`src/tasm_pkg.sv`:
```
package tasm_pkg;

  // Block dimensions.
  localparam int AXES         = 3;
  localparam int TIMER_BITS   = 16;
  localparam int KIND_W       = 2;
  localparam int AXIS_W       = 2;
  localparam int PERIOD_W     = 17;
  localparam int POS_W        = 32;
  localparam int STEPS_W      = 32;
  localparam int MIN_PERIOD_W = 16;
  localparam int INVERT_W     = AXES;
  localparam int CFG_IDX_W    = 1;
  localparam int CFG_DATA_W   = 16;
  localparam int CALC_W       = (TIMER_BITS > PERIOD_W) ? TIMER_BITS : PERIOD_W;

  // Reset values.
  localparam logic [PERIOD_W-1:0]     PERIOD_RST     = PERIOD_W'(4000);
  localparam logic [MIN_PERIOD_W-1:0] MIN_PERIOD_RST = MIN_PERIOD_W'(10);
  localparam logic [INVERT_W-1:0]     INVERT_RST     = INVERT_W'(4);

  // Request kinds.
  typedef enum logic [KIND_W-1:0] {
    KIND_MOVE = 2'd0,
    KIND_TICK = 2'd1,
    KIND_SET  = 2'd2,
    KIND_NOP  = 2'd3
  } kind_e_t;

  // Configuration register indexes.
  localparam logic [CFG_IDX_W-1:0] CFG_DIR_INVERT = 1'b0;
  localparam logic [CFG_IDX_W-1:0] CFG_MIN_PERIOD = 1'b1;

  typedef struct packed {
    kind_e_t                   kind;
    logic [AXIS_W-1:0]         axis;
    logic [PERIOD_W-1:0]       period;
    logic signed [POS_W-1:0]   position;
  } in_item_t;

  typedef struct packed {
    logic [AXES-1:0] step_pins;
    logic [AXES-1:0] dir_pins;
    logic [AXES-1:0] busy_mask;
    logic [AXES-1:0] done_mask;
    logic            accepted;
  } out_item_t;

  // Command broadcast to each axis lane.
  typedef struct packed {
    kind_e_t                 op;
    logic                    sel;
    logic [PERIOD_W-1:0]     period;
    logic signed [POS_W-1:0] position;
  } lane_cmd_t;

  // Status returned by each axis lane, after the request is applied.
  typedef struct packed {
    logic step;
    logic dir;
    logic busy;
    logic done;
    logic accepted;
  } lane_stat_t;

endpackage

```
`src/tasm_axis.sv`:
```
module tasm_axis (
  input  logic                                 clk,
  input  logic                                 rst_n,
  input  logic                                 en,
  input  tasm_pkg::lane_cmd_t                  cmd,
  input  logic [tasm_pkg::MIN_PERIOD_W-1:0]    min_period,
  output tasm_pkg::lane_stat_t                 stat
);
  import tasm_pkg::*;

  logic                    busy_r, busy_nxt;
  logic                    run_r, run_nxt;
  logic                    dir_r, dir_nxt;
  logic [POS_W-1:0]        pos_r, pos_nxt;
  logic [STEPS_W-1:0]      done_cnt_r, done_cnt_nxt;
  logic [STEPS_W-1:0]      want_r, want_nxt;
  logic [PERIOD_W-1:0]     per_r, per_nxt;
  logic [TIMER_BITS-1:0]   tick_r, tick_nxt;

  logic [POS_W:0]          diff;
  logic [POS_W:0]          mag;
  logic                    diff_neg;
  logic [STEPS_W-1:0]      step_dist;
  logic                    move_ok;
  logic [CALC_W-1:0]       reload_full;
  logic [CALC_W-1:0]       cmp_full;
  logic [TIMER_BITS-1:0]   reload;
  logic [TIMER_BITS-1:0]   cmp_nxt;
  logic [STEPS_W-1:0]      done_inc;
  logic                    done_now;

  // Signed distance from the stored position, one bit wider so it is exact.
  assign diff      = {cmd.position[POS_W-1], cmd.position} - {pos_r[POS_W-1], pos_r};
  assign diff_neg  = diff[POS_W];
  assign mag       = diff_neg ? (~diff + 1'b1) : diff;
  assign step_dist = mag[STEPS_W-1:0];

  assign move_ok  = cmd.sel && !busy_r && (cmd.period > PERIOD_W'(min_period));

  // Timer reload value of the current period, wrapped to the timer width.
  assign reload_full = CALC_W'(per_r) - 1'b1;
  assign reload      = reload_full[TIMER_BITS-1:0];
  assign done_inc    = done_cnt_r + 1'b1;

  // State update for one request.
  always_comb begin
    busy_nxt     = busy_r;
    run_nxt      = run_r;
    dir_nxt      = dir_r;
    pos_nxt      = pos_r;
    done_cnt_nxt = done_cnt_r;
    want_nxt     = want_r;
    per_nxt      = per_r;
    tick_nxt     = tick_r;
    done_now     = 1'b0;
    unique case (cmd.op)
      KIND_MOVE: begin
        if (move_ok) begin
          dir_nxt      = diff_neg;
          pos_nxt      = cmd.position;
          done_cnt_nxt = '0;
          want_nxt     = step_dist;
          per_nxt      = cmd.period;
          tick_nxt     = '0;
          if (step_dist == '0) begin
            busy_nxt = 1'b0;
            run_nxt  = 1'b0;
            done_now = 1'b1;
          end else begin
            busy_nxt = 1'b1;
            run_nxt  = 1'b1;
          end
        end
      end
      KIND_TICK: begin
        if (run_r) begin
          if (tick_r == reload) begin
            tick_nxt     = '0;
            done_cnt_nxt = done_inc;
            if (done_inc >= want_r) begin
              run_nxt  = 1'b0;
              busy_nxt = 1'b0;
              done_now = 1'b1;
            end
          end else begin
            tick_nxt = tick_r + 1'b1;
          end
        end
      end
      KIND_SET: begin
        if (cmd.sel) begin
          run_nxt  = 1'b0;
          busy_nxt = 1'b0;
          pos_nxt  = cmd.position;
        end
      end
      default: begin
      end
    endcase
  end

  // Step pin compare value of the period after the update.
  assign cmp_full = CALC_W'(per_nxt >> 1) - 1'b1;
  assign cmp_nxt  = cmp_full[TIMER_BITS-1:0];

  always_comb begin
    stat.step     = run_nxt && (tick_nxt < cmp_nxt);
    stat.dir      = dir_nxt;
    stat.busy     = busy_nxt;
    stat.done     = done_now;
    stat.accepted = (cmd.op == KIND_MOVE) && move_ok;
  end

  // Lane state registers.
  always_ff @(posedge clk) begin
    if (!rst_n) begin
      busy_r     <= 1'b0;
      run_r      <= 1'b0;
      dir_r      <= 1'b0;
      pos_r      <= '0;
      done_cnt_r <= '0;
      want_r     <= '0;
      per_r      <= PERIOD_RST;
      tick_r     <= '0;
    end else if (en) begin
      busy_r     <= busy_nxt;
      run_r      <= run_nxt;
      dir_r      <= dir_nxt;
      pos_r      <= pos_nxt;
      done_cnt_r <= done_cnt_nxt;
      want_r     <= want_nxt;
      per_r      <= per_nxt;
      tick_r     <= tick_nxt;
    end
  end

endmodule

```
`src/three_axis_stepper_move_generator.sv`:
```
// Channel | Ports                                  | Moves
// --------+----------------------------------------+----------------------------------
// input   | in_valid, in_ready, in_data            | move, tick, set-position requests
// result  | out_valid, out_ready, out_data         | pin levels and status per request
// config  | cfg_valid, cfg_ready, cfg_index, cfg_data | register writes
//
// One request per clock cycle while the output is not stalled: each request is
// registered in the input register, applied to all axis lanes in parallel as it moves
// on, and its result lands in the output register that drives out_valid.
// Reset is synchronous and active low; it restores every axis and both registers.
// A stalled output holds one result while one more request waits in the input register.
module three_axis_stepper_move_generator (
  input  logic                                clk,
  input  logic                                rst_n,
  input  logic                                in_valid,
  output logic                                in_ready,
  input  tasm_pkg::in_item_t                  in_data,
  output logic                                out_valid,
  input  logic                                out_ready,
  output tasm_pkg::out_item_t                 out_data,
  input  logic                                cfg_valid,
  output logic                                cfg_ready,
  input  logic [tasm_pkg::CFG_IDX_W-1:0]      cfg_index,
  input  logic [tasm_pkg::CFG_DATA_W-1:0]     cfg_data
);
  import tasm_pkg::*;

  logic                    s1_valid_r, s1_valid_nxt;
  in_item_t                s1_item_r;
  logic                    out_valid_r, out_valid_nxt;
  out_item_t               out_item_r, out_item_nxt;
  logic [INVERT_W-1:0]     invert_r;
  logic [MIN_PERIOD_W-1:0] min_period_r;

  logic                    in_fire;
  logic                    out_room;
  logic                    s1_fire;
  lane_stat_t              stat [AXES];

  // Handshake control.
  assign out_room = !out_valid_r || out_ready;
  assign s1_fire  = s1_valid_r && out_room;
  assign in_ready = !s1_valid_r || out_room;
  assign in_fire  = in_valid && in_ready;
  assign cfg_ready = 1'b1;

  assign s1_valid_nxt  = in_fire || (s1_valid_r && !out_room);
  assign out_valid_nxt = s1_fire || (out_valid_r && !out_ready);

  // Configuration registers.
  always_ff @(posedge clk) begin
    if (!rst_n) begin
      invert_r     <= INVERT_RST;
      min_period_r <= MIN_PERIOD_RST;
    end else if (cfg_valid) begin
      unique case (cfg_index)
        CFG_DIR_INVERT: invert_r     <= cfg_data[INVERT_W-1:0];
        CFG_MIN_PERIOD: min_period_r <= cfg_data[MIN_PERIOD_W-1:0];
        default: begin
        end
      endcase
    end
  end

  // One lane per axis, all updated together.
  for (genvar i = 0; i < AXES; i++) begin : g_axis
    lane_cmd_t cmd;
    always_comb begin
      cmd.op       = s1_item_r.kind;
      cmd.sel      = (32'(s1_item_r.axis) == i);
      cmd.period   = s1_item_r.period;
      cmd.position = s1_item_r.position;
    end
    tasm_axis u_axis (
      .clk        (clk),
      .rst_n      (rst_n),
      .en         (s1_fire),
      .cmd        (cmd),
      .min_period (min_period_r),
      .stat       (stat[i])
    );
  end

  // Gather lane status into the result.
  always_comb begin
    out_item_nxt.accepted = 1'b0;
    for (int i = 0; i < AXES; i++) begin
      out_item_nxt.step_pins[i] = stat[i].step;
      out_item_nxt.dir_pins[i]  = stat[i].dir ^ invert_r[i];
      out_item_nxt.busy_mask[i] = stat[i].busy;
      out_item_nxt.done_mask[i] = stat[i].done;
      out_item_nxt.accepted     = out_item_nxt.accepted | stat[i].accepted;
    end
  end

  // Control registers of the input and output stages.
  always_ff @(posedge clk) begin
    if (!rst_n) begin
      s1_valid_r  <= 1'b0;
      out_valid_r <= 1'b0;
    end else begin
      s1_valid_r  <= s1_valid_nxt;
      out_valid_r <= out_valid_nxt;
    end
  end

  // Payload registers.
  always_ff @(posedge clk) begin
    if (in_fire) begin
      s1_item_r <= in_data;
    end
    if (s1_fire) begin
      out_item_r <= out_item_nxt;
    end
  end

  assign out_valid = out_valid_r;
  assign out_data  = out_item_r;

endmodule
```
`config.mk`:
```
export PLATFORM = sky130hd
export DESIGN_NAME = three_axis_stepper_move_generator
export DESIGN_NICKNAME = d
export VERILOG_FILES = /design/src/tasm_pkg.sv /design/src/tasm_axis.sv /design/src/three_axis_stepper_move_generator.sv
export SDC_FILE = /design/constraint.sdc
export NUM_CORES = 2
export LEC_CHECK = 0
export ABC_AREA = 1
export BUFFER_PORTS_ARGS = -buffer_cell sky130_fd_sc_hd__buf_2
export CAP_MARGIN = 30
export CELL_PAD_IN_SITES_DETAIL_PLACEMENT = 1
export CELL_PAD_IN_SITES_GLOBAL_PLACEMENT = 2
export CORE_ASPECT_RATIO = 1.1
export CORE_MARGIN = 5
export CORE_UTILIZATION = 37
export CTS_BUF_LIST = sky130_fd_sc_hd__clkbuf_4
export DETAILED_ROUTE_END_ITERATION = 10
export HOLD_SLACK_MARGIN = 0.15
export MAX_ROUTING_LAYER = met4
export PLACE_DENSITY = 0.88
export SETUP_SLACK_MARGIN = 0.02
export SYNTH_ARGS = -nofsm -noshare
export SYNTH_HDL_FRONTEND = slang
export SYNTH_SLANG_ARGS = --single-unit
```
`constraint.sdc`:
```
create_clock -name clk -period 5.5 [get_ports clk]
set_clock_uncertainty 0.1 [all_clocks]
set_input_delay 0.55 -clock clk [delete_from_list [all_inputs] [get_ports clk]]
set_output_delay 0.55 -clock clk [all_outputs]
set_load 0.05 [all_outputs]
```
Word level (Yosys, flattened, before mapping):

Index checks and enable logic that the tools add are counted.

* register bits after elaboration: 483
* logic and storage cells: 243

* add/subtract/negate cells: 18
* order comparisons: 7
* equality and inequality tests: 19
* muxes and demuxes: 105
* bitwise operators: 9
* reduce and logical (&&, ||, !) cells: 45

Operator list (number)
* two-way mux 32 bit: 18
* case mux 32 bit (2 select lines): 6
* adder 32 x 1 -> 32 bit, second input constant: 6
* two-way mux 16 bit: 9
* two-way mux 17 bit: 6
* subtractor 32 x 32 -> 33 bit: 3
* greater-or-equal comparator 32 bit: 3
* logical NOT 32 bit: 3
* NOT 32 bit: 3
* case mux 16 bit (2 select lines): 3
* subtractor 16 x 1 -> 16 bit, second input constant: 6
* two-way mux 1 bit: 54
* adder 16 x 1 -> 16 bit, second input constant: 3
* equality test 16 bit: 3
* less-than comparator 16 bit: 3
* inequality test 2 x 1 -> 1 bit, second input constant: 12
* case mux 1 bit (3 select lines): 6
* > comparator 17 x 16 -> 1 bit: 1
* logical AND 1 bit: 16
* AND reduction 5 bit: 3
* AND reduction 4 bit: 3
* AND reduction 3 bit: 3
* logical NOT 1 bit: 7
* case mux 1 bit (2 select lines): 3
* 9 further kinds: 20

Longest topological paths before layout:

* depth in word-level cells: 9
* depth in mapped cells: 35
* gate-level depth less buffers: 35

Hierarchy:

A second synthesis with hierarchy kept.

* cells, all modules: 6538
* area total of the unflattened synthesis: 40751.6 um2

By module, submodules not included
* tasm_axis at g_axis[2].u_axis: instances 1, cells each 2146, area an instance 12744.7 um2, seq. area each 2642.5 um2
* tasm_axis at g_axis[1].u_axis: instances 1, cells each 2119, area an instance 12664.6 um2, seq. area each 2642.5 um2
* tasm_axis at g_axis[0].u_axis: instances 1, cells each 2092, area an instance 12500.7 um2, seq. area each 2642.5 um2
* three_axis_stepper_move_generator: instances 1, cells each 181, area an instance 2841.5 um2, seq. area each 2402.3 um2

Least setup slack after synthesis:

Ideal clock, no wire load.

* path type: register -> register
* start point: register g_axis[2].u_axis.done_cnt_r[0]
* end point: register out_item_r (netlist bit out_data[12]), data pin
* arrival: 3.873 ns
* data required time: 5.144 ns
* setup slack: 1.271 ns
* cell stages (with the launch flop): 34
* cells stage by stage: dfxtp_1 -> ha_1 -> nand2_1 -> nor2_1 -> inv_2 -> nor2_2 -> nand2_2 -> nor3_2 -> inv_2 -> nor3_4 -> nand3_1 -> nor2_2 -> nand3_2 -> nor2_2 -> inv_2 -> nor3_4 -> inv_1 -> o21ai_0 -> inv_1 -> nor2_1 -> inv_2 -> ha_1 -> nand2_1 -> inv_1 -> nand3_1 -> nor4_1 -> inv_1 -> nor4_1 -> nand3_1 -> and3_1 -> o21ai_0 -> nand2_1 -> nand2_1 -> a21oi_1

RTL lines
* start: declaration: RTL line tasm_axis.sv:15 `logic [STEPS_W-1:0] done_cnt_r, done_cnt_nxt;`
* start signal: assignment: RTL line tasm_axis.sv:130 `done_cnt_r <= done_cnt_nxt;`
* end signal: assignment: RTL line three_axis_stepper_move_generator.sv:113 `out_item_r <= out_item_nxt;`
* end: declaration: RTL line three_axis_stepper_move_generator.sv:31 `out_item_t out_item_r, out_item_nxt;`

==> metrics.cfg <==
[setup_path]
cpMostUsedCell=nand2_1
cp-end-kind=register
critical_path_peak_fanout=21
critPathKind=reg2reg
critical_path_required_ns=6.26
cpPeakStageDelay_ns=0.50
startpoint_type=register
critical_path_cell_with_the_highest_stage_delay=edfxtp_1
worstPathArrival_ns=5.74

[hold_path]
hold_path_class=in2reg

[floorplanning]
core_area_mm2=0.1036
rows=124
floorplan.die.height_um=348.2
boundaryPins=91
initial_core_util=0.3713
x_dimension_of_the_die_um=317.5
die_area_mm2=0.1106

[timing]
setup_total_negative_slack_ns=0
fmaxAchievable_ghz=0.2007
final.setup.worst_slack_ns=0.5185
post_layout_min_period_ns=4.982
setup_viol=0
timing_max_transition_violations_final=0
period_share=0.9057
worst_pin_slew_ns=0.8742
rel_slew_slack=0.4172
grt_setup_unrepaired=false
timing.final.hold_violations=0

[placed_design]
finalWeightedCongestion=0.8778
placement.setup.worst_slack_ns=0.4865
portBuffers=89
dp.final_hpwl_mm=104.0

[logic_synthesis]
post_synth_main_area_contributors=dfxtp_1 (22%), nand2_1 (14%), inv_1 (9.8%)
sequential_cell_area_fraction_in_the_yosys_report=0.2684
netlist.top_cell.by_area=dfxtp_1
synth_flop_cell=dfxtp_1
synth.yosys.warnings=0
syn_area_per_cell_um2=6.423
synth_edf_count=66
yosys.cell_types.count=65
syn-cell-area_mm2=0.03848
synthesis.instances=5991
syn-num-nets=6337
netlist.area_leader.share=0.2169
synth-seq-cells=483
synth_async_sr_flop_share=0

[clock_tree]
ctsLongestPathBuffers=3
clock_latency_ns=1.13
cts_max_level=4
cts_tree=built
path_clk_slew_ns=0.07
cts.sinks=483
total_cts_buffers=151
cts_root_buf=clkbuf_4

[final_layout]
areaGrowthSynthToFinish_pct=13.98
most-common-layout-cells=nand2_1 (1394), inv_1 (1006), a21oi_1 (518), nor2_1 (455), dfxtp_1 (417)
layout.cells.most_common=nand2_1
num-nets-final=6595
post_route_cells_drive_above_1_share=0.09501

[route]
wirelength_mm=133.3
drtIter0Drc=1934
number_of_optimization_iterations_in_the_first_detailed_route_pass=5
via_count=39432
drc=0
drt-vias-per-instance=5.079
route.antenna.remaining_nets=0
route.detailed.wl_per_inst_um=17.17

[pwr]
power-per-cell-area_mw_per_mm2=245.7
power.ir.vdd_worst_v=0.0001899
finalPower_w=0.01077
leakagePower_nw=20.80

[global_route]
grt_max_degree=149
first_global_vias=40000
global_route.overflow_total=0
antenna_found_initial=3
overall_global_routing_usage=0.2419
first_pass_grt_wire_length_mm=213.8

[run]
maxCapViolations=0

[status]
status=complete, no violations

==> power by group <==
part           internal, W  switching (W)  total [W]
clock network      0.00207        0.00182    0.00389
registers          0.00372       0.000143    0.00386
logic             0.000951        0.00207    0.00302
==> worst max-delay path: cells and delay by family (launching register included) <==
| kind | cells | cell delay, ns |
|---|---|---|
| flip-flops | 1 | 0.50 |
| AND/OR/NAND/NOR | 14 | 1.89 |
| buffers and inverters | 3 | 0.52 |
| AO/OA/AOI/OAI | 5 | 0.80 |
| adder cells (fa/ha/maj) | 3 | 0.89 |
==> cell usage after synthesis, types with 5 or more instances <==
library cell	instances
nor4_1	13
xnor2_1	42
ha_1	268
o21a_1	8
nor2_4	14
a31oi_1	5
nand3b_1	31
nand3_1	396
dfxtp_1	417
clkinv_1	7
nor3_2	12
buf_4	6
a21oi_1	518
nor2_2	45
buf_6	9
buf_1	6
edfxtp_1	66
or2_2	13
nand2_2	55
clkbuf_1	127
nand3_2	32
buf_2	26
o21bai_1	10
nor2_1	459
nand2_1	1398
o22ai_1	26
o32ai_1	8
nand4_1	90
o21ai_0	383
inv_2	28
o21ai_1	18
xor2_1	217
o211ai_1	24
o21ai_2	5
nor3_1	67
a22oi_1	8
inv_1	1008
a21oi_2	7
a211oi_1	66
==> worst paths after layout <==
path / from / to / slack, ns / depth (start not counted)
worst max register to register: g_axis[0].cmd[36]$_DFFE_PP_ / out_data[12]$_DFFE_PP_ / 0.52 / 25
worst max-delay path: g_axis[0].cmd[36]$_DFFE_PP_ / out_data[12]$_DFFE_PP_ / 0.52 / 25
worst min register to register: g_axis[1].u_axis.pos_r[8]$_SDFFE_PN0P_ / g_axis[1].u_axis.pos_r[8]$_SDFFE_PN0P_ / 0.36 / 2
worst min-delay path: cfg_data[13] / min_period_r[13]$_SDFFE_PN0P_ / 0.26 / 4
==> kinds of logic after synthesis <==
group,synth area share
buffers and inverters,0.1221
XOR/XNOR,0.05980
AND/OR/NAND/NOR,0.3050
flip-flops,0.2684
adder cells (fa/ha/maj),0.08870
other,0.00009745
AO/OA/AOI/OAI,0.1559
==> timing repair <==
action,4_1_cts,5_1_grt
buffers inserted,0,2
hold buffers,156,0
resized for setup,0,1
hold endpoints to repair,177,0
endpoints found under the setup margin,0,4
==> area by class of cell <==
| type | count | area, um^2 |
|---|---|---|
| diodes | 9 | 22.52 |
| well taps | 1386 | 1734 |
| repair buffers | 279 | 2318 |
| clock inverters | 47 | 341.6 |
| clock buffers | 225 | 1689 |
| inverters | 1044 | 3929 |
| fillers | 13899 | 59780 |
| multi-input cells | 4290 | 23500 |
| flip-flops and latches | 483 | 10330 |
==> through the flow <==
| step | std cells | hold WS (ns) | area [um^2] | util |
|---|---|---|---|---|
| 3_3_place_gp | 7322 | 0.3410 | 40180 | 0.3877 |
| 2_1_floorplan | 5991 | 0.3274 | 38480 | - |
| 6_report | 7763 | 0.2566 | 43860 | 0.4232 |
| 5_1_grt | 7761 | 0.1984 | 43850 | 0.4231 |
| 4_1_cts | 7752 | 0.1552 | 43820 | 0.4228 |
| 3_5_place_dp | 7324 | 0.3508 | 40220 | 0.3881 |
==> flip-flops by register name, indices dropped and copies added, names as in the netlist <==
signal	count
g_axis.u_axis.done_cnt_r	96
g_axis.u_axis.pos_r	96
g_axis.u_axis.want_r	96
g_axis.cmd	51
g_axis.u_axis.per_r	51
g_axis.u_axis.tick_r	48
min_period_r	16
out_data	13
g_axis.u_axis.busy_r	3
g_axis.u_axis.dir_r	3
g_axis.u_axis.run_r	3
invert_r	3
s1_item_r	2
out_valid	1
s1_valid_r	1
==> per-layer routing <==
metal | share of wire | global-route usage | wire length (um)
met4 | 0.019 | 0.05774 | 2491
met2 | 0.48 | 0.4155 | 64270
met5 | 0 | - | 0
met3 | 0.031 | 0.03155 | 4106
met1 | 0.47 | 0.3043 | 62430
No activity file was read; power rests on OpenSTA's default activity.
